### src/rtl/qrs_pkg.sv
package qrs_pkg;

  // Field widths of the request and result
  localparam int unsigned FIELD_W = 16;
  localparam int unsigned ROOT_W  = 40;

  // Arithmetic sizing
  localparam int unsigned COEF_WIDTH = 16;
  localparam int unsigned FRAC_BITS  = 16;

  // Discriminant magnitude: b*b + 4*|a*c| stays below 2^(2*COEF_WIDTH+1)
  localparam int unsigned PROD_W = 2 * COEF_WIDTH;
  localparam int unsigned DISC_W = 2 * COEF_WIDTH + 1;
  // Square root: one root bit per sqrt cell
  localparam int unsigned SQRT_W = (DISC_W + 2 * FRAC_BITS + 1) / 2;
  localparam int unsigned RAD_W  = 2 * SQRT_W;
  localparam int unsigned REM_W  = SQRT_W + 2;
  // Numerator magnitude and signed sum widths
  localparam int unsigned BASE_W = COEF_WIDTH - 1 + FRAC_BITS;
  localparam int unsigned MAG_W  = ((BASE_W > SQRT_W) ? BASE_W : SQRT_W) + 1;
  localparam int unsigned SUM_W  = MAG_W + 1;
  // Divisor 2*|a|
  localparam int unsigned DEN_W  = COEF_WIDTH + 1;
  localparam int unsigned DREM_W = DEN_W + 1;
  // Width used for saturation
  localparam int unsigned SAT_W  = (SUM_W > ROOT_W) ? SUM_W : ROOT_W;

  typedef enum logic [1:0] {
    ST_TWO    = 2'd0,
    ST_DOUBLE = 2'd1,
    ST_NONE   = 2'd2,
    ST_AZERO  = 2'd3
  } status_t;

  typedef struct packed {
    logic signed [FIELD_W-1:0] coef_a;
    logic signed [FIELD_W-1:0] coef_b;
    logic signed [FIELD_W-1:0] coef_c;
  } in_t;

  typedef struct packed {
    logic signed [ROOT_W-1:0] root_plus;
    logic signed [ROOT_W-1:0] root_minus;
    status_t                  root_status;
  } out_t;

  // Sqrt lane carried from cell to cell
  typedef struct packed {
    logic                         valid;
    status_t                      status;
    logic signed [COEF_WIDTH-1:0] a;
    logic signed [COEF_WIDTH-1:0] b;
    logic [RAD_W-1:0]             rad;
    logic [REM_W-1:0]             rem;
    logic [SQRT_W-1:0]            root;
  } sq_t;

  // Divider lane, both roots side by side
  typedef struct packed {
    logic              valid;
    status_t           status;
    logic [DEN_W-1:0]  den;
    logic [MAG_W-1:0]  nump;
    logic [MAG_W-1:0]  numm;
    logic [DREM_W-1:0] remp;
    logic [DREM_W-1:0] remm;
    logic [MAG_W-1:0]  qp;
    logic [MAG_W-1:0]  qm;
    logic              negp;
    logic              negm;
  } dv_t;

  // Clamp a signed value into the root range
  function automatic logic [ROOT_W-1:0] sat_root(input logic signed [SAT_W-1:0] v);
    logic [SAT_W-ROOT_W:0] top;
    logic [ROOT_W-1:0]     res;
    top = v[SAT_W-1:ROOT_W-1];
    if ((top == '0) || (top == '1)) begin
      res = v[ROOT_W-1:0];
    end else if (v[SAT_W-1]) begin
      res = {1'b1, {(ROOT_W-1){1'b0}}};
    end else begin
      res = {1'b0, {(ROOT_W-1){1'b1}}};
    end
    return res;
  endfunction

endpackage

### src/rtl/qrs_sqrt_cell.sv
module qrs_sqrt_cell (
  input  logic         clk,
  input  logic         rst_n,
  input  logic         en,
  input  qrs_pkg::sq_t cell_i,
  output qrs_pkg::sq_t cell_o
);

  localparam int unsigned SW = qrs_pkg::SQRT_W;
  localparam int unsigned RW = qrs_pkg::RAD_W;

  logic [qrs_pkg::REM_W-1:0] rem_sh, trial;
  logic                      ge;
  qrs_pkg::sq_t              cell_nxt, cell_r;

  // One root bit: bring down two radicand bits, try 4*root+1
  assign rem_sh = {cell_i.rem[SW-1:0], cell_i.rad[RW-1:RW-2]};
  assign trial  = {cell_i.root, 2'b01};
  assign ge     = rem_sh >= trial;

  always_comb begin
    cell_nxt      = cell_i;
    cell_nxt.rad  = cell_i.rad << 2;
    cell_nxt.rem  = ge ? (rem_sh - trial) : rem_sh;
    cell_nxt.root = {cell_i.root[SW-2:0], ge};
  end

  // Only the valid flag is reset
  always_ff @(posedge clk) begin
    if (!rst_n) begin
      cell_r.valid <= 1'b0;
    end else if (en) begin
      cell_r.valid <= cell_nxt.valid;
    end
    if (en) begin
      cell_r.status <= cell_nxt.status;
      cell_r.a      <= cell_nxt.a;
      cell_r.b      <= cell_nxt.b;
      cell_r.rad    <= cell_nxt.rad;
      cell_r.rem    <= cell_nxt.rem;
      cell_r.root   <= cell_nxt.root;
    end
  end

  assign cell_o = cell_r;

endmodule

### config.mk
export PLATFORM = sky130hd
export DESIGN_NAME = qrs_sqrt_cell
export DESIGN_NICKNAME = d
export VERILOG_FILES = /design/src/rtl/qrs_pkg.sv /design/src/rtl/qrs_sqrt_cell.sv
export SDC_FILE = /design/constraint.sdc
export NUM_CORES = 1
export LEC_CHECK = 0
export BUFFER_PORTS_ARGS = -buffer_cell sky130_fd_sc_hd__buf_2
export CAP_MARGIN = 20
export CELL_PAD_IN_SITES_DETAIL_PLACEMENT = 0
export CELL_PAD_IN_SITES_GLOBAL_PLACEMENT = 1
export CORE_MARGIN = 1.5
export CORE_UTILIZATION = 39
export CTS_CLUSTER_SIZE = 8
export DETAILED_ROUTE_END_ITERATION = 10
export MAX_ROUTING_LAYER = met4
export PLACE_DENSITY = 0.88
export SYNTH_ARGS = -nofsm -noshare
export SYNTH_HDL_FRONTEND = slang
export SYNTH_SLANG_ARGS = --single-unit
### constraint.sdc
create_clock -name clk -period 3.9 [get_ports clk]
set_clock_uncertainty 0.05 [all_clocks]
set_input_delay 0.195 -clock clk [delete_from_list [all_inputs] [get_ports clk]]
set_output_delay 0.195 -clock clk [all_outputs]
set_load 0.1 [all_outputs]
After elaboration in Yosys (flattened, before gate mapping). Index checks and enable logic that the tools add are counted.

Equality and inequality tests: 0. Bitwise gates (word level): 0. Reduce and logical (&&, ||, !) cells: 0. $add $sub $neg: 1. Divide/modulo/power cells: 0. Multiply operators: 0. Multiplexer cells: 1. Shift-type cells: 0. Magnitude comparators: 1.

Operator list (number): greater-or-equal comparator 35 bit (1); 2-to-1 mux 35 bit (1); subtractor 35 bit (1).

Memories kept: 0. Input port bits: 172. Logic and storage cells: 10. Memory bits (read-only): 0. Register bits after elaboration: 167. Memory bits (writable): 0. Latch bits: 0.

Logic depth before layout (Yosys ltp).
Word-level depth: 2. Mapped depth: 13. Mapped depth without buffers: 11.

Worst setup path before layout. OpenSTA, ideal clock, no wires.

Path type: input to register. Start: input port cell_i[0] (netlist bit). End: register cell_r, in the netlist cell_o[58], data pin. Arrival time: 2.175 ns. Stages: 10. Path buffers: 0. Setup time: 0.261 ns. Setup slack: 1.414 ns. Path through: inv_1 -> ha_1 -> o211ai_1 -> o21ai_1 -> o2111ai_1 -> a21oi_1 -> or4b_1 -> a31oi_1 -> xor2_1 -> o21ai_0.

RTL lines: start, declared (line qrs_sqrt_cell.sv:5) `input qrs_pkg::sq_t cell_i,`; end, declared (line qrs_sqrt_cell.sv:14) `qrs_pkg::sq_t cell_nxt, cell_r;`.

==> flow_metrics.tcl <==
set metrics [dict create \
    cp-end-kind "flop" \
    first_pass_iters 5 \
    setup_viol 0 \
    gr-usage-all-layers 0.2507 \
    ys.flop_type "edfxtp_1" \
    layout-drive-gt1-share 0.3581 \
    area.growth.synth_to_final_pct 51.83 \
    vias_per_cell 4.844 \
    core_sq_um 18830 \
    first_iter_violations 325 \
    io_pins 341 \
    holdPathStages 3 \
    synth_async_sr_flop_share 0 \
    p_leak_uw 0.005093 \
    numCtsBuffers 17 \
    clkLatencyLatePin_ns 0.41 \
    largest_reg_flops 167 \
    grt.met3_usage 0.06258 \
    htreeDepth 4 \
    routed_wl_um 25130 \
    critPathKind "primary input to flop" \
    post_cts_buffers 0 \
    nFillCells 1466 \
    die_area_sq_um 20160 \
    timing.critical_path.from_type "primary input" \
    hold_viol_final 0 \
    drc 0 \
    die_h_um 142.0 \
    p_per_area_nw_per_um2 520.2 \
    die_w_um 142.0 \
    final_area_sq_um 11440 \
    status "finished, final reports clean" \
    grt_pass1_vias 6419 \
    ys_seq_elements 167 \
    grt_use_met2 0.4231 \
    reg2reg_depth 3 \
    use_met1 0.2847 \
    period_minus_slack_ns 3.571 \
    ant_nets 0 \
    placed_area_sq_um 9490 \
    synth_area_per_cell_sq_um 13.24 \
    slew_headroom 0.4589 \
    finalMaxSlewViolations 0 \
    numPortBuffers 336 \
    cts.sinks 167 \
    synth.cell_area_sq_um 7535 \
    cp_max_fo 18 \
    initial_core_util 0.4001 \
    fmax_mhz 280.1 \
    yosys-top-cells-area "edfxtp_1, ha_1, a21oi_1" \
    synthCells 569 \
    synth-edff-count 166 \
    finalCritPeriodShare 0.9156 \
    dp_hpwl_um 16750 \
    synth_seq_area_share 0.6642 \
    synth_cell_type_count 59 \
    layout_commonest_cell "buf_2" \
    tritoncts "done" \
    grt_pass1_wl_um 36450 \
    path_clk_slew_ns 0.07 \
    yosys_warnings 0 \
    cts.path.max_buffers 2 \
    synth_largest_area_cell "edfxtp_1" \
    top_usage_layer "met2" \
    std_cell_rows 50 \
    drv_cap 0 \
    cts_resized 0 \
    yosysTopAreaCellShare 0.6616 \
    wire_per_inst_um 18.92 \
    vias 6433 \
    crit_required_ns 4.03 \
    finalSetupTns_ns 0 \
    grt_overflow 0 \
    nets 1258 \
    gp_routability_congestion 0.8939 \
    clock-root-buffer "clkbuf_16" \
    critPathArrivalTime_ns 3.70 \
    final_cell_mix "buf_2, edfxtp_1, dlygate4sd3_1, a21oi_1, inv_1" \
    antenna_found_initial 4 \
    ir_drop_v 0.0002699 \
    tightest_slew_ns 0.8117 \
    min_path_type "primary input to flop" \
    grt_max_degree 85 \
    rsz0062_at_grt "no" \
]
[routing by layer]
layer | share of wire | wire (um) | up-vias
li1 | - | - | 3091
met1 | 0.39 | 9860 | 3016
met2 | 0.51 | 12740 | 278
met3 | 0.065 | 1627 | 48
met4 | 0.036 | 906 | 0
met5 | 0 | 0 | -
[where the power goes]
| group | internal [uW] | total, uW | switching, uW |
|---|---|---|---|
| sequential | 2170 | 2210 | 44.0 |
| clock | 858 | 1660 | 807 |
| combinational | 431 | 2070 | 1640 |
[cells in the mapped netlist (3+ instances only)]
cell type,count
a21o_1,19
edfxtp_1,166
o31ai_1,5
xor2_1,12
clkbuf_1,3
and3_1,5
buf_2,3
ha_1,35
o21bai_1,7
nand2b_1,4
o21ai_0,25
buf_4,4
a21boi_0,5
o211ai_1,4
o21a_1,6
xnor2_1,15
nor2_1,34
a21oi_1,47
nor3_1,11
nand3_1,16
buf_6,3
inv_1,44
nand4_1,8
a31oi_1,7
nand2_1,39
[area by class of cell]
class | instances | area (sq um) | area share
sequential | 167 | 5005 | 0.4375
timing repair buffer | 476 | 3092 | 0.2703
inverter | 45 | 168.9 | 0.01477
multi-input combinational | 344 | 2261 | 0.1976
clock inverter | 15 | 152.6 | 0.01334
tap | 260 | 325.3 | 0.02844
clock buffer | 17 | 425.4 | 0.03719
antenna | 4 | 10.01 | 0.0008750
[worst max-delay path, stage by stage]
cell and delay, ns:
dlygate4sd3_1 0.56, buf_2 0.13, inv_1 0.04, ha_1 0.42, a21oi_1 0.33, o21ai_0 0.13
a21oi_1 0.16, o211ai_1 0.18, a21oi_1 0.33, o31a_1 0.49, inv_2 0.22, buf_4 0.26
a31o_2 0.22
[kinds of logic after synthesis]
group / count (synthesis) / synth area share
and+or+nand+nor: 136 / 0.08718
DFF: 167 / 0.6642
other: 1 / 0.0004977
muxes: 3 / 0.004151
buffers and inverters: 59 / 0.03620
AOI/OAI and AO/OA: 141 / 0.1182
xor gates and xnor gates: 27 / 0.03139
adders and majority gates: 35 / 0.05812
[worst paths after layout]
check / from / endpoint / slack, ns
setup / recovery: cell_i[10] / cell_o[54]$_DFFE_PP_ / 0.33
hold / removal: cell_i[57] / cell_o[59]$_DFFE_PP_ / 0.02
setup reg to reg: cell_o[168]$_SDFFE_PN0P_ / cell_o[168]$_SDFFE_PN0P_ / 2.69
hold reg to reg: cell_o[168]$_SDFFE_PN0P_ / cell_o[168]$_SDFFE_PN0P_ / 1.02
[stage by stage]
step	hold slack, ns	utilization	cells	power, uW	worst slack [ns]
final	0.02003	0.6075	1328	5951	0.3293
after CTS	0.007309	0.6070	1324	5951	0.3611
after detailed placement	0.3231	0.5040	1156	4194	0.4802
after floorplan	0.2439	-	570	3814	1.414
after global placement	0.3217	0.5040	1156	4180	0.4968
after global routing	0.03233	0.6075	1328	6141	0.1315
[timing repair]
action / 4_1_cts / 5_1_grt
setup endpoints to repair: 0 / 0
hold endpoints to repair: 135 / 0
hold buffers: 136 / 0
Power figures use the tool's default switching activity.
