**src/rtl/qrs_pkg.sv**
```systemverilog
package qrs_pkg;

  // Field widths of the request and result
  localparam int unsigned FIELD_W = 16;
  localparam int unsigned ROOT_W  = 40;

  // Arithmetic sizing
  localparam int unsigned COEF_WIDTH = 16;
  localparam int unsigned FRAC_BITS  = 16;

  // Discriminant magnitude: b*b + 4*|a*c| stays below 2^(2*COEF_WIDTH+1)
  localparam int unsigned PROD_W = 2 * COEF_WIDTH;
  localparam int unsigned DISC_W = 2 * COEF_WIDTH + 1;
  // Square root: one root bit per sqrt cell
  localparam int unsigned SQRT_W = (DISC_W + 2 * FRAC_BITS + 1) / 2;
  localparam int unsigned RAD_W  = 2 * SQRT_W;
  localparam int unsigned REM_W  = SQRT_W + 2;
  // Numerator magnitude and signed sum widths
  localparam int unsigned BASE_W = COEF_WIDTH - 1 + FRAC_BITS;
  localparam int unsigned MAG_W  = ((BASE_W > SQRT_W) ? BASE_W : SQRT_W) + 1;
  localparam int unsigned SUM_W  = MAG_W + 1;
  // Divisor 2*|a|
  localparam int unsigned DEN_W  = COEF_WIDTH + 1;
  localparam int unsigned DREM_W = DEN_W + 1;
  // Width used for saturation
  localparam int unsigned SAT_W  = (SUM_W > ROOT_W) ? SUM_W : ROOT_W;

  typedef enum logic [1:0] {
    ST_TWO    = 2'd0,
    ST_DOUBLE = 2'd1,
    ST_NONE   = 2'd2,
    ST_AZERO  = 2'd3
  } status_t;

  typedef struct packed {
    logic signed [FIELD_W-1:0] coef_a;
    logic signed [FIELD_W-1:0] coef_b;
    logic signed [FIELD_W-1:0] coef_c;
  } in_t;

  typedef struct packed {
    logic signed [ROOT_W-1:0] root_plus;
    logic signed [ROOT_W-1:0] root_minus;
    status_t                  root_status;
  } out_t;

  // Sqrt lane carried from cell to cell
  typedef struct packed {
    logic                         valid;
    status_t                      status;
    logic signed [COEF_WIDTH-1:0] a;
    logic signed [COEF_WIDTH-1:0] b;
    logic [RAD_W-1:0]             rad;
    logic [REM_W-1:0]             rem;
    logic [SQRT_W-1:0]            root;
  } sq_t;

  // Divider lane, both roots side by side
  typedef struct packed {
    logic              valid;
    status_t           status;
    logic [DEN_W-1:0]  den;
    logic [MAG_W-1:0]  nump;
    logic [MAG_W-1:0]  numm;
    logic [DREM_W-1:0] remp;
    logic [DREM_W-1:0] remm;
    logic [MAG_W-1:0]  qp;
    logic [MAG_W-1:0]  qm;
    logic              negp;
    logic              negm;
  } dv_t;

  // Clamp a signed value into the root range
  function automatic logic [ROOT_W-1:0] sat_root(input logic signed [SAT_W-1:0] v);
    logic [SAT_W-ROOT_W:0] top;
    logic [ROOT_W-1:0]     res;
    top = v[SAT_W-1:ROOT_W-1];
    if ((top == '0) || (top == '1)) begin
      res = v[ROOT_W-1:0];
    end else if (v[SAT_W-1]) begin
      res = {1'b1, {(ROOT_W-1){1'b0}}};
    end else begin
      res = {1'b0, {(ROOT_W-1){1'b1}}};
    end
    return res;
  endfunction

endpackage

```
**src/rtl/qrs_div_cell.sv**
```systemverilog
module qrs_div_cell (
  input  logic         clk,
  input  logic         rst_n,
  input  logic         en,
  input  qrs_pkg::dv_t cell_i,
  output qrs_pkg::dv_t cell_o
);

  localparam int unsigned MW = qrs_pkg::MAG_W;
  localparam int unsigned DW = qrs_pkg::DEN_W;

  logic [qrs_pkg::DREM_W-1:0] den_x, shp, shm;
  logic                       gep, gem;
  qrs_pkg::dv_t               cell_nxt, cell_r;

  // Restoring step on both numerators against the shared divisor
  assign den_x = {1'b0, cell_i.den};
  assign shp   = {cell_i.remp[DW-1:0], cell_i.nump[MW-1]};
  assign shm   = {cell_i.remm[DW-1:0], cell_i.numm[MW-1]};
  assign gep   = shp >= den_x;
  assign gem   = shm >= den_x;

  always_comb begin
    cell_nxt      = cell_i;
    cell_nxt.nump = cell_i.nump << 1;
    cell_nxt.numm = cell_i.numm << 1;
    cell_nxt.remp = gep ? (shp - den_x) : shp;
    cell_nxt.remm = gem ? (shm - den_x) : shm;
    cell_nxt.qp   = {cell_i.qp[MW-2:0], gep};
    cell_nxt.qm   = {cell_i.qm[MW-2:0], gem};
  end

  // Only the valid flag is reset
  always_ff @(posedge clk) begin
    if (!rst_n) begin
      cell_r.valid <= 1'b0;
    end else if (en) begin
      cell_r.valid <= cell_nxt.valid;
    end
    if (en) begin
      cell_r.status <= cell_nxt.status;
      cell_r.den    <= cell_nxt.den;
      cell_r.nump   <= cell_nxt.nump;
      cell_r.numm   <= cell_nxt.numm;
      cell_r.remp   <= cell_nxt.remp;
      cell_r.remm   <= cell_nxt.remm;
      cell_r.qp     <= cell_nxt.qp;
      cell_r.qm     <= cell_nxt.qm;
      cell_r.negp   <= cell_nxt.negp;
      cell_r.negm   <= cell_nxt.negm;
    end
  end

  assign cell_o = cell_r;

endmodule
```
**config.mk**
```make
export PLATFORM = sky130hd
export DESIGN_NAME = qrs_div_cell
export DESIGN_NICKNAME = d
export VERILOG_FILES = /design/src/rtl/qrs_pkg.sv /design/src/rtl/qrs_div_cell.sv
export SDC_FILE = /design/constraint.sdc
export NUM_CORES = 1
export LEC_CHECK = 0
export ABC_CLOCK_PERIOD_IN_PS = 2700
export BUFFER_PORTS_ARGS = -buffer_cell sky130_fd_sc_hd__clkbuf_2
export CAP_MARGIN = 30
export CELL_PAD_IN_SITES_DETAIL_PLACEMENT = 1
export CELL_PAD_IN_SITES_GLOBAL_PLACEMENT = 1
export CORE_MARGIN = 8
export CORE_UTILIZATION = 36
export DETAILED_ROUTE_END_ITERATION = 8
export PLACE_DENSITY = 0.83
export SYNTH_ARGS = -nofsm -noshare
export SYNTH_HDL_FRONTEND = slang
export SYNTH_SLANG_ARGS = --single-unit
```
**constraint.sdc**
```tcl
create_clock -name clk -period 2.7 [get_ports clk]
set_input_delay 0.27 -clock clk [delete_from_list [all_inputs] [get_ports clk]]
set_output_delay 0.27 -clock clk [all_outputs]
set_load 0.01 [all_outputs]
```
=== Word-level counts from Yosys, hierarchy flattened ===
Index checks and enable logic that the tools add are counted.

* Word-level logic and storage cells: 17
* Output and inout bits: 194
* Flip-flop bits (word level): 192
* Input bits: 197

* $lt $le $gt $ge: 2
* Multiplexer cells: 2
* Add/sub/neg operators: 2

{| class="wikitable"
|+ Operators with widths
! operator !! number
|-
| >= comparator 18 x 17 -> 1 bit || 2
|-
| 2-to-1 mux 18 bit || 2
|-
| subtractor 18 x 17 -> 18 bit || 2
|}

=== Logic depth before layout (Yosys ltp) ===
* Depth in word-level cells: 2
* Mapped depth: 12

=== Least setup slack after synthesis ===
OpenSTA, ideal clock, no wires.

* Path type: input-to-reg
* From: input port cell_i[139] (netlist bit)
* To: register cell_r, in the netlist cell_o[77] (data pin)
* Cell stages on the path: 11
* Library setup time: 262 ps
* Setup slack: 279 ps
* Required time: 2,438 ps
* Data arrival time: 2,159 ps
* Path through: inv_1 -> ha_1 -> inv_1 -> fa_1 -> a21o_1 -> a31oi_1 -> o21ai_1 -> o21ai_2 -> a22oi_4 -> buf_6 -> mux2_1

{| class="wikitable"
|+ RTL lines
! item !! RTL line !! RTL
|-
| from (decl) || qrs_div_cell.sv:5 || <nowiki>input qrs_pkg::dv_t cell_i,</nowiki>
|-
| to (decl) || qrs_div_cell.sv:14 || <nowiki>qrs_pkg::dv_t cell_nxt, cell_r;</nowiki>
|}

==> results.toml <==
[run_status]
status = "completed"

[pwr]
ir_drop_uv = 368
p_leak_uw = 0.00522
p_per_area_mw_per_mm2 = 669
power.total_uw = 7840

[clock_network]
cts.sinks = 192
post_cts_buffers = 0
clkLatencyLatePin_ns = 0.43
cts_tree = "built"
hold_buffers = 33
clkSlewWorstSetupHoldPaths_ns = 0.09
htree_levels = 4
ctsResizeCount = 0
clockRootBuffer = "clkbuf_16"
clock_path_buffers = 2
cts_buffers = 17

[timing]
clock_skew_ns = 0
hold_slack_ns = 0.0145
rsz0062_at_grt = "false"
relSlewSlack_pct = 61.1
fin_crit_sh_pct = 86.5
period_needed_ns = 2.34
worstMarginPinSlew_ns = 0.583
fmax_mhz = 428
final-hold-violation-count = 0
setup_viol = 0
slew_violations = 0

[global_routing]
antenna_found_initial = 2
grt_usage_pct = 22.1
grt_pass1_vias = 6649
grt_pass1_wl_um = 43200
grt_max_degree = 64
globalRouteOverflowTotal = 0

[synth]
syn-cell-area_mm2 = 0.00800
ys_seq_area_share_pct = 72.0
yosysWarnings = 0
yosysTopAreaCell = "edfxtp_1"
synth-seq-cells = 192
synthTopCellsByArea = "edfxtp_1 (72%), ha_1 (5.3%), a21oi_1 (2.4%)"
synth_edf_count = 191
synth_common_cells = "edfxtp_1 (191), a21oi_1 (38), ha_1 (34), nor2_1 (31), inv_1 (27)"
synth_top_area_share_pct = 71.7
synthCells = 505
syn_area_per_cell_um2 = 15.8
synthArstFlopShare_pct = 0
yosys_most_used_dff = "edfxtp_1"
synthDistinctLibCells = 60
synth.most_common_cell = "edfxtp_1"

[setup_path]
critPathTopFamily = "compound AO/OA/AOI/OAI gates"
crit_fanout = 18
crit_slowest_cell = "a22oi_4"
cp_cell_sequence = "clkbuf_2 -> ha_1 -> inv_1 -> fa_1 -> a21o_1 -> a31oi_1 -> o21ai_1 -> o21ai_2 -> a22oi_4 -> mux2_2"
endpoint_kind = "register"
critPathKind = "input pin to register"
crit_path_start_kind = "input pin"
crit_required_ns = 2.87
crit_buf_inv = 2
cp.arrival_ns = 2.50
cp_slowest_stage_delay_ns = 0.48

[floorplan]
core_mm2 = 0.0218
io_pins = 391
die_h_um = 165
start_util_pct = 36.7
die_x_um = 165
die-area_mm2 = 0.0272
fp-row-count = 54

[drt]
dr.pass1.iters = 4
wire_per_inst_um = 25.5
via_count = 6304
vias_per_cell = 4.90
drc = 0
drtIter0Drc = 379
antenna_left = 0
wl_um = 32800

[placement]
dp_cells = 1196
dp_hpwl_um = 24900
gp_congestion = 0.854
io_buffers = 384

[final_layout]
stdcell_count = 1287
drive_gt1_share_pct = 48.1
final_util_pct = 53.7
fin_nets = 1224
syn_to_final_growth_pct = 46.6
largest_register_ffs = 192
fill_cells = 2270

[hold_path]
hold_path.class = "input pin to register"

[flow_run]
cap_viol_max_count = 0
## layout make-up
cell class              count  area (um^2)  area share (%)
diodes                      3         7.51          0.0640
clock buffers              17          425            3.63
clock inverters            15          189            1.61
inverters                  27          101           0.864
multi-input cells         274         2070            17.6
flip-flops and latches    192         5760            49.1
well taps                 280          350            2.99
repair buffers            479         2830            24.2
## worst register-to-register path: stages, from the launching register on
cell and delay, ns:
dfxtp_1 0.32, mux2i_1 0.13, nor2b_1 0.06
## placed cells by master (no fill, tap or decap), types with 4 or more instances in the layout
| cell type | netlist | final |
|---|---|---|
| a211oi_1 | 4 | 4 |
| a21o_1 | 10 | 10 |
| a21oi_1 | 38 | 38 |
| buf_12 | 0 | 4 |
| buf_4 | 2 | 35 |
| clkbuf_16 | 0 | 17 |
| clkbuf_2 | 1 | 383 |
| clkinv_8 | 0 | 6 |
| dlygate4sd3_1 | 0 | 56 |
| edfxtp_1 | 191 | 191 |
| ha_1 | 34 | 34 |
| inv_1 | 27 | 27 |
| mux2_2 | 16 | 16 |
| nand2_1 | 21 | 21 |
| nand3_1 | 7 | 7 |
| nand4_1 | 4 | 4 |
| nor2_1 | 31 | 31 |
| nor2b_1 | 6 | 6 |
| o21ai_0 | 12 | 12 |
| xnor2_1 | 19 | 19 |
| xor2_1 | 7 | 7 |
## layer usage
layer  wire, um  track usage (%)
met5         13                0
met4       1330             9.95
met3       2650             6.35
met2      17400             40.5
met1      11400             23.0
## path summary, 6_finish.rpt
check	slack, ns	startpoint	end	cells past startpoint
worst max-delay path	0.36	cell_i[174]	cell_o[71]	10
worst min-delay path	0.01	cell_i[29]	cell_o[30]	1
worst max register to register	2.09	cell_o[193]	cell_o[193]	2
worst min register to register	0.54	cell_o[193]	cell_o[193]	2
## power by group
group / switching (uW) / internal [uW]
clock network: 1340 / 1270
registers: 94.7 / 3620
logic: 851 / 673
## metrics by stage
stage	cell area [um^2]	TNS, ns	setup slack (ns)
floorplan	8000	0	0.279
global placement	10500	0	0.0169
detailed placement	10500	-1.20	-0.0965
CTS	11500	0	0.356
global route	11700	0	0.187
finish	11700	0	0.364
## cell families after synthesis
logic type	count (synthesis)	share of synthesized area, %
other	1	0.0469
buffers and inverters	40	2.27
muxes	21	2.93
adders and majority gates	36	5.82
DFF	192	72.0
and+or+nand+nor	86	5.27
xor gates and xnor gates	26	2.85
AOI/OAI and AO/OA	103	8.87
No activity file was read; power rests on OpenSTA's default activity.
