==> config.mk <==
export PLATFORM = sky130hd
export DESIGN_NAME = qrs_disc
export DESIGN_NICKNAME = d
export VERILOG_FILES = /design/src/rtl/qrs_pkg.sv /design/src/rtl/qrs_disc.sv
export SDC_FILE = /design/constraint.sdc
export NUM_CORES = 1
export LEC_CHECK = 0
export ABC_AREA = 0
export ABC_CLOCK_PERIOD_IN_PS = 12300
export BUFFER_PORTS_ARGS = -buffer_cell sky130_fd_sc_hd__buf_2
export CORE_ASPECT_RATIO = 1.25
export CORE_MARGIN = 4
export CORE_UTILIZATION = 64
export CTS_BUF_LIST = sky130_fd_sc_hd__clkbuf_8
export CTS_CLUSTER_DIAMETER = 100
export DETAILED_ROUTE_END_ITERATION = 6
export PLACE_DENSITY = 0.84
export SLEW_MARGIN = 10
export SYNTH_ARGS = -nofsm -noshare
export SYNTH_HDL_FRONTEND = slang
export SYNTH_SLANG_ARGS = --single-unit
export TNS_END_PERCENT = 1
==> constraint.sdc <==
create_clock -name clk -period 12.3 [get_ports clk]
set_input_delay 1.845 -clock clk [delete_from_list [all_inputs] [get_ports clk]]
set_output_delay 1.845 -clock clk [all_outputs]
set_load 0.02 [all_outputs]
==> src/rtl/qrs_pkg.sv <==
package qrs_pkg;

  // Field widths of the request and result
  localparam int unsigned FIELD_W = 16;
  localparam int unsigned ROOT_W  = 40;

  // Arithmetic sizing
  localparam int unsigned COEF_WIDTH = 16;
  localparam int unsigned FRAC_BITS  = 16;

  // Discriminant magnitude: b*b + 4*|a*c| stays below 2^(2*COEF_WIDTH+1)
  localparam int unsigned PROD_W = 2 * COEF_WIDTH;
  localparam int unsigned DISC_W = 2 * COEF_WIDTH + 1;
  // Square root: one root bit per sqrt cell
  localparam int unsigned SQRT_W = (DISC_W + 2 * FRAC_BITS + 1) / 2;
  localparam int unsigned RAD_W  = 2 * SQRT_W;
  localparam int unsigned REM_W  = SQRT_W + 2;
  // Numerator magnitude and signed sum widths
  localparam int unsigned BASE_W = COEF_WIDTH - 1 + FRAC_BITS;
  localparam int unsigned MAG_W  = ((BASE_W > SQRT_W) ? BASE_W : SQRT_W) + 1;
  localparam int unsigned SUM_W  = MAG_W + 1;
  // Divisor 2*|a|
  localparam int unsigned DEN_W  = COEF_WIDTH + 1;
  localparam int unsigned DREM_W = DEN_W + 1;
  // Width used for saturation
  localparam int unsigned SAT_W  = (SUM_W > ROOT_W) ? SUM_W : ROOT_W;

  typedef enum logic [1:0] {
    ST_TWO    = 2'd0,
    ST_DOUBLE = 2'd1,
    ST_NONE   = 2'd2,
    ST_AZERO  = 2'd3
  } status_t;

  typedef struct packed {
    logic signed [FIELD_W-1:0] coef_a;
    logic signed [FIELD_W-1:0] coef_b;
    logic signed [FIELD_W-1:0] coef_c;
  } in_t;

  typedef struct packed {
    logic signed [ROOT_W-1:0] root_plus;
    logic signed [ROOT_W-1:0] root_minus;
    status_t                  root_status;
  } out_t;

  // Sqrt lane carried from cell to cell
  typedef struct packed {
    logic                         valid;
    status_t                      status;
    logic signed [COEF_WIDTH-1:0] a;
    logic signed [COEF_WIDTH-1:0] b;
    logic [RAD_W-1:0]             rad;
    logic [REM_W-1:0]             rem;
    logic [SQRT_W-1:0]            root;
  } sq_t;

  // Divider lane, both roots side by side
  typedef struct packed {
    logic              valid;
    status_t           status;
    logic [DEN_W-1:0]  den;
    logic [MAG_W-1:0]  nump;
    logic [MAG_W-1:0]  numm;
    logic [DREM_W-1:0] remp;
    logic [DREM_W-1:0] remm;
    logic [MAG_W-1:0]  qp;
    logic [MAG_W-1:0]  qm;
    logic              negp;
    logic              negm;
  } dv_t;

  // Clamp a signed value into the root range
  function automatic logic [ROOT_W-1:0] sat_root(input logic signed [SAT_W-1:0] v);
    logic [SAT_W-ROOT_W:0] top;
    logic [ROOT_W-1:0]     res;
    top = v[SAT_W-1:ROOT_W-1];
    if ((top == '0) || (top == '1)) begin
      res = v[ROOT_W-1:0];
    end else if (v[SAT_W-1]) begin
      res = {1'b1, {(ROOT_W-1){1'b0}}};
    end else begin
      res = {1'b0, {(ROOT_W-1){1'b1}}};
    end
    return res;
  endfunction

endpackage

==> src/rtl/qrs_disc.sv <==
module qrs_disc (
  input  logic         clk,
  input  logic         rst_n,
  input  logic         en,
  input  logic         in_valid,
  input  qrs_pkg::in_t in_data,
  output qrs_pkg::sq_t cell_o
);

  localparam int unsigned CW = qrs_pkg::COEF_WIDTH;

  logic signed [CW-1:0] a, b, c;
  logic [CW-1:0]        amag, bmag, cmag;

  // Stage 1 registers
  logic                        v1_r;
  logic signed [CW-1:0]        a1_r, b1_r;
  logic                        opp1_r;
  logic [qrs_pkg::PROD_W-1:0]  bb1_r, ac1_r;
  logic                        opp_nxt;

  // Stage 2 combine
  logic [qrs_pkg::DISC_W-1:0]  bbx, fac, d;
  qrs_pkg::status_t            st;
  qrs_pkg::sq_t                cell_nxt, cell_r;

  assign a = signed'(in_data.coef_a[CW-1:0]);
  assign b = signed'(in_data.coef_b[CW-1:0]);
  assign c = signed'(in_data.coef_c[CW-1:0]);
  assign amag = a[CW-1] ? CW'(-a) : CW'(a);
  assign bmag = b[CW-1] ? CW'(-b) : CW'(b);
  assign cmag = c[CW-1] ? CW'(-c) : CW'(c);
  // a and c of opposite sign make -4ac positive
  assign opp_nxt = (a[CW-1] != c[CW-1]) && (c != '0);

  always_ff @(posedge clk) begin
    if (!rst_n) begin
      v1_r <= 1'b0;
    end else if (en) begin
      v1_r <= in_valid;
    end
  end

  always_ff @(posedge clk) begin
    if (en) begin
      a1_r   <= a;
      b1_r   <= b;
      opp1_r <= opp_nxt;
      bb1_r  <= bmag * bmag;
      ac1_r  <= amag * cmag;
    end
  end

  // Discriminant and status
  assign bbx = qrs_pkg::DISC_W'(bb1_r);
  assign fac = {ac1_r[qrs_pkg::PROD_W-2:0], 2'b00};

  always_comb begin
    priority if (a1_r == '0) begin
      st = qrs_pkg::ST_AZERO;
      d  = '0;
    end else if (opp1_r) begin
      st = qrs_pkg::ST_TWO;
      d  = bbx + fac;
    end else if (bbx > fac) begin
      st = qrs_pkg::ST_TWO;
      d  = bbx - fac;
    end else if (bbx == fac) begin
      st = qrs_pkg::ST_DOUBLE;
      d  = '0;
    end else begin
      st = qrs_pkg::ST_NONE;
      d  = '0;
    end
  end

  always_comb begin
    cell_nxt        = '0;
    cell_nxt.valid  = v1_r;
    cell_nxt.status = st;
    cell_nxt.a      = a1_r;
    cell_nxt.b      = b1_r;
    cell_nxt.rad    = qrs_pkg::RAD_W'(d) << (2 * qrs_pkg::FRAC_BITS);
  end

  // Only the valid flag is reset
  always_ff @(posedge clk) begin
    if (!rst_n) begin
      cell_r.valid <= 1'b0;
    end else if (en) begin
      cell_r.valid <= cell_nxt.valid;
    end
    if (en) begin
      cell_r.status <= cell_nxt.status;
      cell_r.a      <= cell_nxt.a;
      cell_r.b      <= cell_nxt.b;
      cell_r.rad    <= cell_nxt.rad;
      cell_r.rem    <= cell_nxt.rem;
      cell_r.root   <= cell_nxt.root;
    end
  end

  assign cell_o = cell_r;

endmodule

Yosys cells after proc, flatten, opt, wreduce, memory -nomap -nowiden --
Cells that the tools add are included.
Storage, ports and cells: RAM bits 0, latch bits 0, flip-flop bits (word level) 165, memories kept 0, bits in read-only memories 0, output and inout bits 169
Operators by class: reduce and logical (&&, ||, !) cells 3, shifts and indexed selects 0, equal/unequal tests 2, multiply operators 2, bitwise logic cells 0, multiplexer cells 8, magnitude comparators 1, $add $sub $neg 5, div/mod/pow operators 0
Operators with widths (number):
- $mux 33 | 2
- $mux 16 | 3
- $neg 16->16 | 3
- $add 32x33->33 | 1
- $eq 32x33->1 | 1
- $gt 32x33->1 | 1
- $sub 32x33->33 | 1
- $mul 16x16->32 | 1
- $mul 16x16->31 | 1
- $logic_not 16->1 | 1
- $reduce_bool 16->1 | 1
- $mux 2 | 3
- $logic_and 1x1->1 | 1
- $ne 1x1->1 | 1

Logic depth before layout (Yosys ltp) --
Gate-level depths: netlist of the first run.
word-level depth 4, mapped depth 32, depth with buffers taken out 31

Least setup slack after synthesis of the first run --
No wires, ideal clock.
path kind input port to flip-flop, start input in_data[16] (netlist bit), end register bb1_r[30] (netlist bit), data pin, cell stages on the path 31, data required time 12.042 ns, arrival time 9.178 ns, setup slack 2.864 ns, path buffers 1, cells stage by stage inv_1 > clkbuf_1 > ha_1 > nand3b_1 > o31ai_1 > nand2_1 > xnor2_1 > clkinv_1 > nand2_1 > inv_1 > fa_1 > inv_1 > fa_1 > inv_1 > fa_1 > fa_1 > fa_1 > inv_1 > fa_1 > inv_1 > ha_1 > and3_1 > o21ai_0 > a31oi_1 > a211oi_1 > a31oi_1 > a21oi_1 > a31oi_1 > a211o_1 > a21oi_1 > xnor2_1
Between the ends: word-level cells in the longest chain between the ends 3
Ends and longest elaborated chain:
- start: declaration | RTL line qrs_disc.sv:6 | input qrs_pkg::in_t in_data,
- $neg 16->16 | RTL line qrs_disc.sv:31 | assign bmag = b[CW-1] ? CW'(-b) : CW'(b);
- $mux 16 (*) | RTL line qrs_disc.sv:31
- $mul 16x16->32 (*) | RTL line qrs_disc.sv:49 | bb1_r <= bmag * bmag;
- end signal: assignment | RTL line qrs_disc.sv:49
- end: declaration | RTL line qrs_disc.sv:19 | logic [qrs_pkg::PROD_W-1:0] bb1_r, ac1_r;
Every way passes the cells marked *; elsewhere a longest branch is shown, timed or not. A chain may end at the register's enable or synchronous reset.

Worst setup path in the final report of the first run --
start input in_data[16] (netlist bit), end register bb1_r[31] (netlist bit), data pin
The elaborated chain is that of the path after synthesis.

==> flow_metrics.tcl, run 1 <==
set metrics [dict create \
    ys_seq_area_share_pct 19.42 \
    grt_start_max_net_pins 92 \
    die_x_um 184.6 \
    core_sq_um 38340 \
    yosys_warnings 0 \
    initial_core_util_pct 65.08 \
    crit_path_top_delay_cell "a2111oi_0" \
    reg2reg_slack_ns 7.99 \
    synthTopCellsByArea "fa_1, edfxtp_1, ha_1, inv_1, nor2_1" \
    ctsHoldBuffers 0 \
    final_area_sq_um 26170 \
    fin_skew_ns 0.02075 \
    final.fill_count 2928 \
    vias 19220 \
    worstMarginPinSlew_ns 1.291 \
    cts_root_buffer "clkbuf_8" \
    die_h_um 228.8 \
    hold_violations 0 \
    grt_pass1_wl_um 100200 \
    clock_latency_ns 0.51 \
    numCtsBuffers 17 \
    synth-async-reset-ratio_pct 0 \
    drt-pass1-iter-count 7 \
    max_clock_freq_ghz 0.09751 \
    syn_avg_cell_area_sq_um 9.313 \
    cts_buffer_depth 2 \
    final.min_clock_period_ns 10.26 \
    slew_headroom_pct 13.65 \
    antenna_found_initial 1 \
    path_class "in -> reg" \
    crit_path_max_incr_delay_ns 0.71 \
    cts_resized 0 \
    cts.sinks 162 \
    cts_tree "built" \
    rsz0062_at_grt "false" \
    synth-seq-cells 162 \
    syn-cell-area_sq_um 24950 \
    crit_required_ns 12.57 \
    io_pins 221 \
    synth_commonest_cells "inv_1, fa_1, nor2_1, ha_1, nand2_1" \
    worst_hold_path_type "reg -> reg" \
    fin_ws_ns 2.044 \
    area_delta_synth_final_pct 4.889 \
    tns_ns 0 \
    rr_worst_depth 11 \
    crit_fanout 17 \
    dp_hpwl_um 49650 \
    critPathCaptureType "register" \
    die_area_sq_um 42230 \
    h-tree-depth 4 \
    viasPerCell 5.842 \
    initialDrtViolationCount 1673 \
    synth_top_area_cell "fa_1" \
    setup-violations-final 0 \
    r2r_end "cell_o[123]" \
    synth_most_common_cell "inv_1" \
    ant_nets 0 \
    grt_pass1_vias 20290 \
    regArea_sq_um 4845 \
    synth_flop_cell "edfxtp_1" \
    cp-start-kind "input pin" \
    worstHoldPathCells 0 \
    whs_endpoint "cell_o[135]" \
    synth.distinct_cells 71 \
    timing.rr.start "ac1_r[1]" \
    dpl_cell_area_sq_um 25770 \
    clkTransAtPathRegs_ns 0.10 \
    fin_crit_sh_pct 83.38 \
    synth.top_cell.area_share_pct 28.72 \
    final_net_count 3455 \
    failed_checks "design-rule violations" \
    grt_util_all_layers_pct 29.63 \
    synth-edff-count 160 \
    cp.arrival_ns 10.52 \
    cts_setup_buffers 0 \
    synth_cells 2679 \
    place.gp.congestion 0.9381 \
    multiInputGateArea_sq_um 17600 \
    dp_slack_ns 1.745 \
    layout-drive-gt1-share_pct 6.936 \
    worst_hold_startpoint "b1_r[1]" \
    slew_violations 0 \
    grt_overflow_total 0 \
    num_rows 80 \
    status "finished with violations" \
    maxCapViolations 0 \
    wl_per_cell_um 18.35 \
    io_buffers 118 \
    drcViolationCount 27 \
    finalWirelength_um 60380 \
]
## worst max path at each step
stage           startpoint  cells after the start        end
6_report       in_data[16]                     31  bb1_r[31]
5_1_grt        in_data[16]                     31  bb1_r[30]
4_1_cts        in_data[16]                     31  bb1_r[31]
3_5_place_dp   in_data[16]                     31  bb1_r[31]
3_3_place_gp   in_data[16]                     31  bb1_r[30]
2_1_floorplan  in_data[16]                     31  bb1_r[30]
## layout by cell type, fill, tap and decap left out, types with 22 or more instances in the layout
| cell | instances |
|---|---|
| buf_2 | 117 |
| a211oi_1 | 22 |
| xor2_1 | 48 |
| a21o_1 | 42 |
| edfxtp_1 | 160 |
| buf_4 | 24 |
| ha_1 | 261 |
| nor3_1 | 49 |
| o21ai_0 | 60 |
| a21oi_1 | 92 |
| fa_1 | 358 |
| inv_1 | 507 |
| nor2_1 | 285 |
| nand2_1 | 249 |
| xnor2_1 | 80 |
| conb_1 | 113 |
## registers in the layout, summed over array words and instances (netlist names)
name and count:
b1_r 16, bb1_r 30, ac1_r 31, opp1_r 1, v1_r 1, a1_r 16
cell_o 67
## cell type report
class / count / area share (%)
Clock inverter: 15 / 0.6120
Timing Repair Buffer: 142 / 2.969
Inverter: 516 / 7.401
Clock buffer: 17 / 0.8941
Tap cell: 492 / 2.352
Multi-Input combinational cell: 1945 / 67.25
Antenna cell: 1 / 0.009562
Sequential cell: 162 / 18.51
## cell families (layout without fill, tap and decap cells)
logic type      Yosys count  count (layout)  share of synthesized area (%)
fa+ha+maj               619             619                          41.81
mux                       4               4                         0.1655
simple gates            708             708                          12.27
buf+inv                 683             690                          11.84
xor+xnor                132             132                          4.664
flops                   162             162                          19.42
compound gates          369             369                          9.799
other cells               2             114                        0.03010
## critical path: cells and delay by family
| kind | cells | cell delay [ns] |
|---|---|---|
| AND/OR/NAND/NOR | 6 | 0.90 |
| adder cells (fa/ha/maj) | 8 | 3.66 |
| AO/OA/AOI/OAI | 7 | 2.15 |
| XOR/XNOR | 2 | 0.68 |
| buffers and inverters | 8 | 1.31 |
## per-stage QoR
| stage | util [%] | instances | hold slack [ns] |
|---|---|---|---|
| 3_3_place_gp | 67.21 | 3257 | 0.4003 |
| 2_1_floorplan | - | 2790 | 0.4003 |
| 6_report | 68.26 | 3290 | 0.4273 |
| 4_1_cts | 68.24 | 3289 | 0.4281 |
| 5_1_grt | 68.26 | 3290 | 0.4318 |
| 3_5_place_dp | 67.21 | 3257 | 0.4045 |
## routing by layer
layer  routed length (um)  share of wire [%]  GRT usage [%]  vias up
met5                    0                  0              0        -
met4                 2494                4.1          12.14        0
met3                 5647                9.4          6.001      212
met2                30120                 50          49.66      976
met1                22110                 37          37.60     9398
li1                     -                  -              -     8635
Power of run 1 is not shown: default switching activity piles up to over one toggle a cycle in this logic, so the estimate is an artifact.
==> run 2, diff against run 1 <==
- ABC_CLOCK_PERIOD_IN_PS: 12300 -> 9400
- CORE_UTILIZATION: 64 -> 57
- PLACE_DENSITY: 0.84 -> 0.79
- clock period: 12.3 -> 9.4 ns (I/O delays scaled with it)
==> run 2 against run 1 <==
Net effect:
- the flow now finishes without violations
- count of clock-buffer cells in the layout increased by 1
- first-iteration DRC count down 16%
- via count decreased by 0.24%
- core utilization is 6.5 points lower
- worst hold slack got worse by 0.0016 ns
- cell area is 1.9% higher
- register-to-register slack lost 2.7 ns
- cell count rose by 4.1%
- critical path depth decreased by 3
- wire length grew 0.94%
- clock skew shrank 0.0018 ns
- sequential share of layout area down 0.35 points
- highest routed layer unchanged
==> flow_metrics.tcl, run 2 (synthesized netlist as in run 1, its figures left out) <==
set metrics [dict create \
    layout-drive-gt1-share_pct 8.744 \
    io_buffers 118 \
    fin_ws_ns 0.6412 \
    h-tree-depth 4 \
    critPathCaptureType "register" \
    clkTransAtPathRegs_ns 0.09 \
    vias 19180 \
    layout_common_cells "inv_1, fa_1, nor2_1" \
    die_area_sq_um 47200 \
    crit_path_frequent_cell "fa_1" \
    worstMarginPinSlew_ns 0.9926 \
    final.min_clock_period_ns 8.759 \
    viasPerCell 5.599 \
    rsz0062_at_grt "false" \
    area_delta_synth_final_pct 6.925 \
    status "complete, no violations" \
    fin_crit_sh_pct 93.18 \
    dp_slack_ns 0.1428 \
    final_common_cell "inv_1" \
    cts_setup_buffers 0 \
    ctsHoldBuffers 0 \
    crit_required_ns 9.66 \
    dp_hpwl_um 50350 \
    grt_overflow_total 0 \
    final_net_count 3517 \
    setup-violations-final 0 \
    reg2reg_slack_ns 5.26 \
    cts_root_buffer "clkbuf_8" \
    fin_skew_ns 0.01891 \
    wl_per_cell_um 17.79 \
    grt_pass1_wl_um 100500 \
    cts.sinks 162 \
    clock_latency_ns 0.51 \
    grt_start_max_net_pins 105 \
    grt_util_all_layers_pct 26.34 \
    drt-pass1-iter-count 5 \
    drcViolationCount 0 \
    ant_nets 0 \
    io_pins 221 \
    initial_core_util_pct 57.78 \
    maxCapViolations 0 \
    slew_headroom_pct 33.83 \
    die_x_um 195.1 \
    place.gp.congestion 0.9664 \
    largest_reg_flops 67 \
    path_class "in -> reg" \
    cp-start-kind "input pin" \
    crit_fanout 5 \
    grt_pass1_vias 20120 \
    cts_tree "built" \
    num_rows 85 \
    antenna_found_initial 1 \
    tns_ns 0 \
    die_h_um 241.9 \
    initialDrtViolationCount 1402 \
    worst_hold_path_type "reg -> reg" \
    crit_path_top_delay_cell "fa_1" \
    cts_resized 0 \
    slew_violations 0 \
    hold_violations 0 \
    max_clock_freq_ghz 0.1142 \
    core_sq_um 43180 \
    cp.arrival_ns 9.02 \
    cts_buffer_depth 2 \
    numCtsBuffers 17 \
    finalWirelength_um 60940 \
    crit_path_max_incr_delay_ns 0.53 \
]
==> run 2: worst max-delay path: cells and delay by family <==
family,cells,cell delay [ns]
fa+ha+maj,7,3.35
simple gates,10,2.24
compound gates,5,1.40
xor+xnor,2,0.32
buf+inv,4,0.28
==> run 2: metal layers <==
metal | GRT usage, % | share of wire (%) | vias to the layer above
met4 | 9.532 | 3.4 | 0
met1 | 34.42 | 39 | 9538
met2 | 44.36 | 50 | 755
met5 | 0 | 0 | -
met3 | 4.604 | 7.8 | 134
li1 | - | - | 8748
==> run 2: final cells by class <==
type                            instances  area (sq um)
Antenna cell                            1         2.502
Clock buffer                           18         247.7
Clock inverter                         14         128.9
Fill cell                            3655         16500
Inverter                              516          1937
Multi-Input combinational cell       1945         17570
Sequential cell                       162          4845
Tap cell                              565         706.9
Timing Repair Buffer                  204          1242
==> run 2: path summary, 6_finish.rpt <==
path,cells past startpoint,from,to
max,28,in_data[36],ac1_r[30]
min,0,b1_r[9],cell_o[143]
min reg2reg,0,b1_r[9],cell_o[143]
max reg2reg,14,bb1_r[2],cell_o[130]
==> run 2: stage by stage <==
stage	utilization (%)	cells	hold WS (ns)	instance area, sq um
floorplan	-	2790	0.4003	25370
global placement	60.91	3392	0.4015	26300
detailed placement	60.91	3392	0.4052	26300
CTS	61.78	3424	0.4280	26680
global route	61.79	3425	0.4442	26680
finish	61.79	3425	0.4257	26680
Power of run 2 is left out for the same reason.
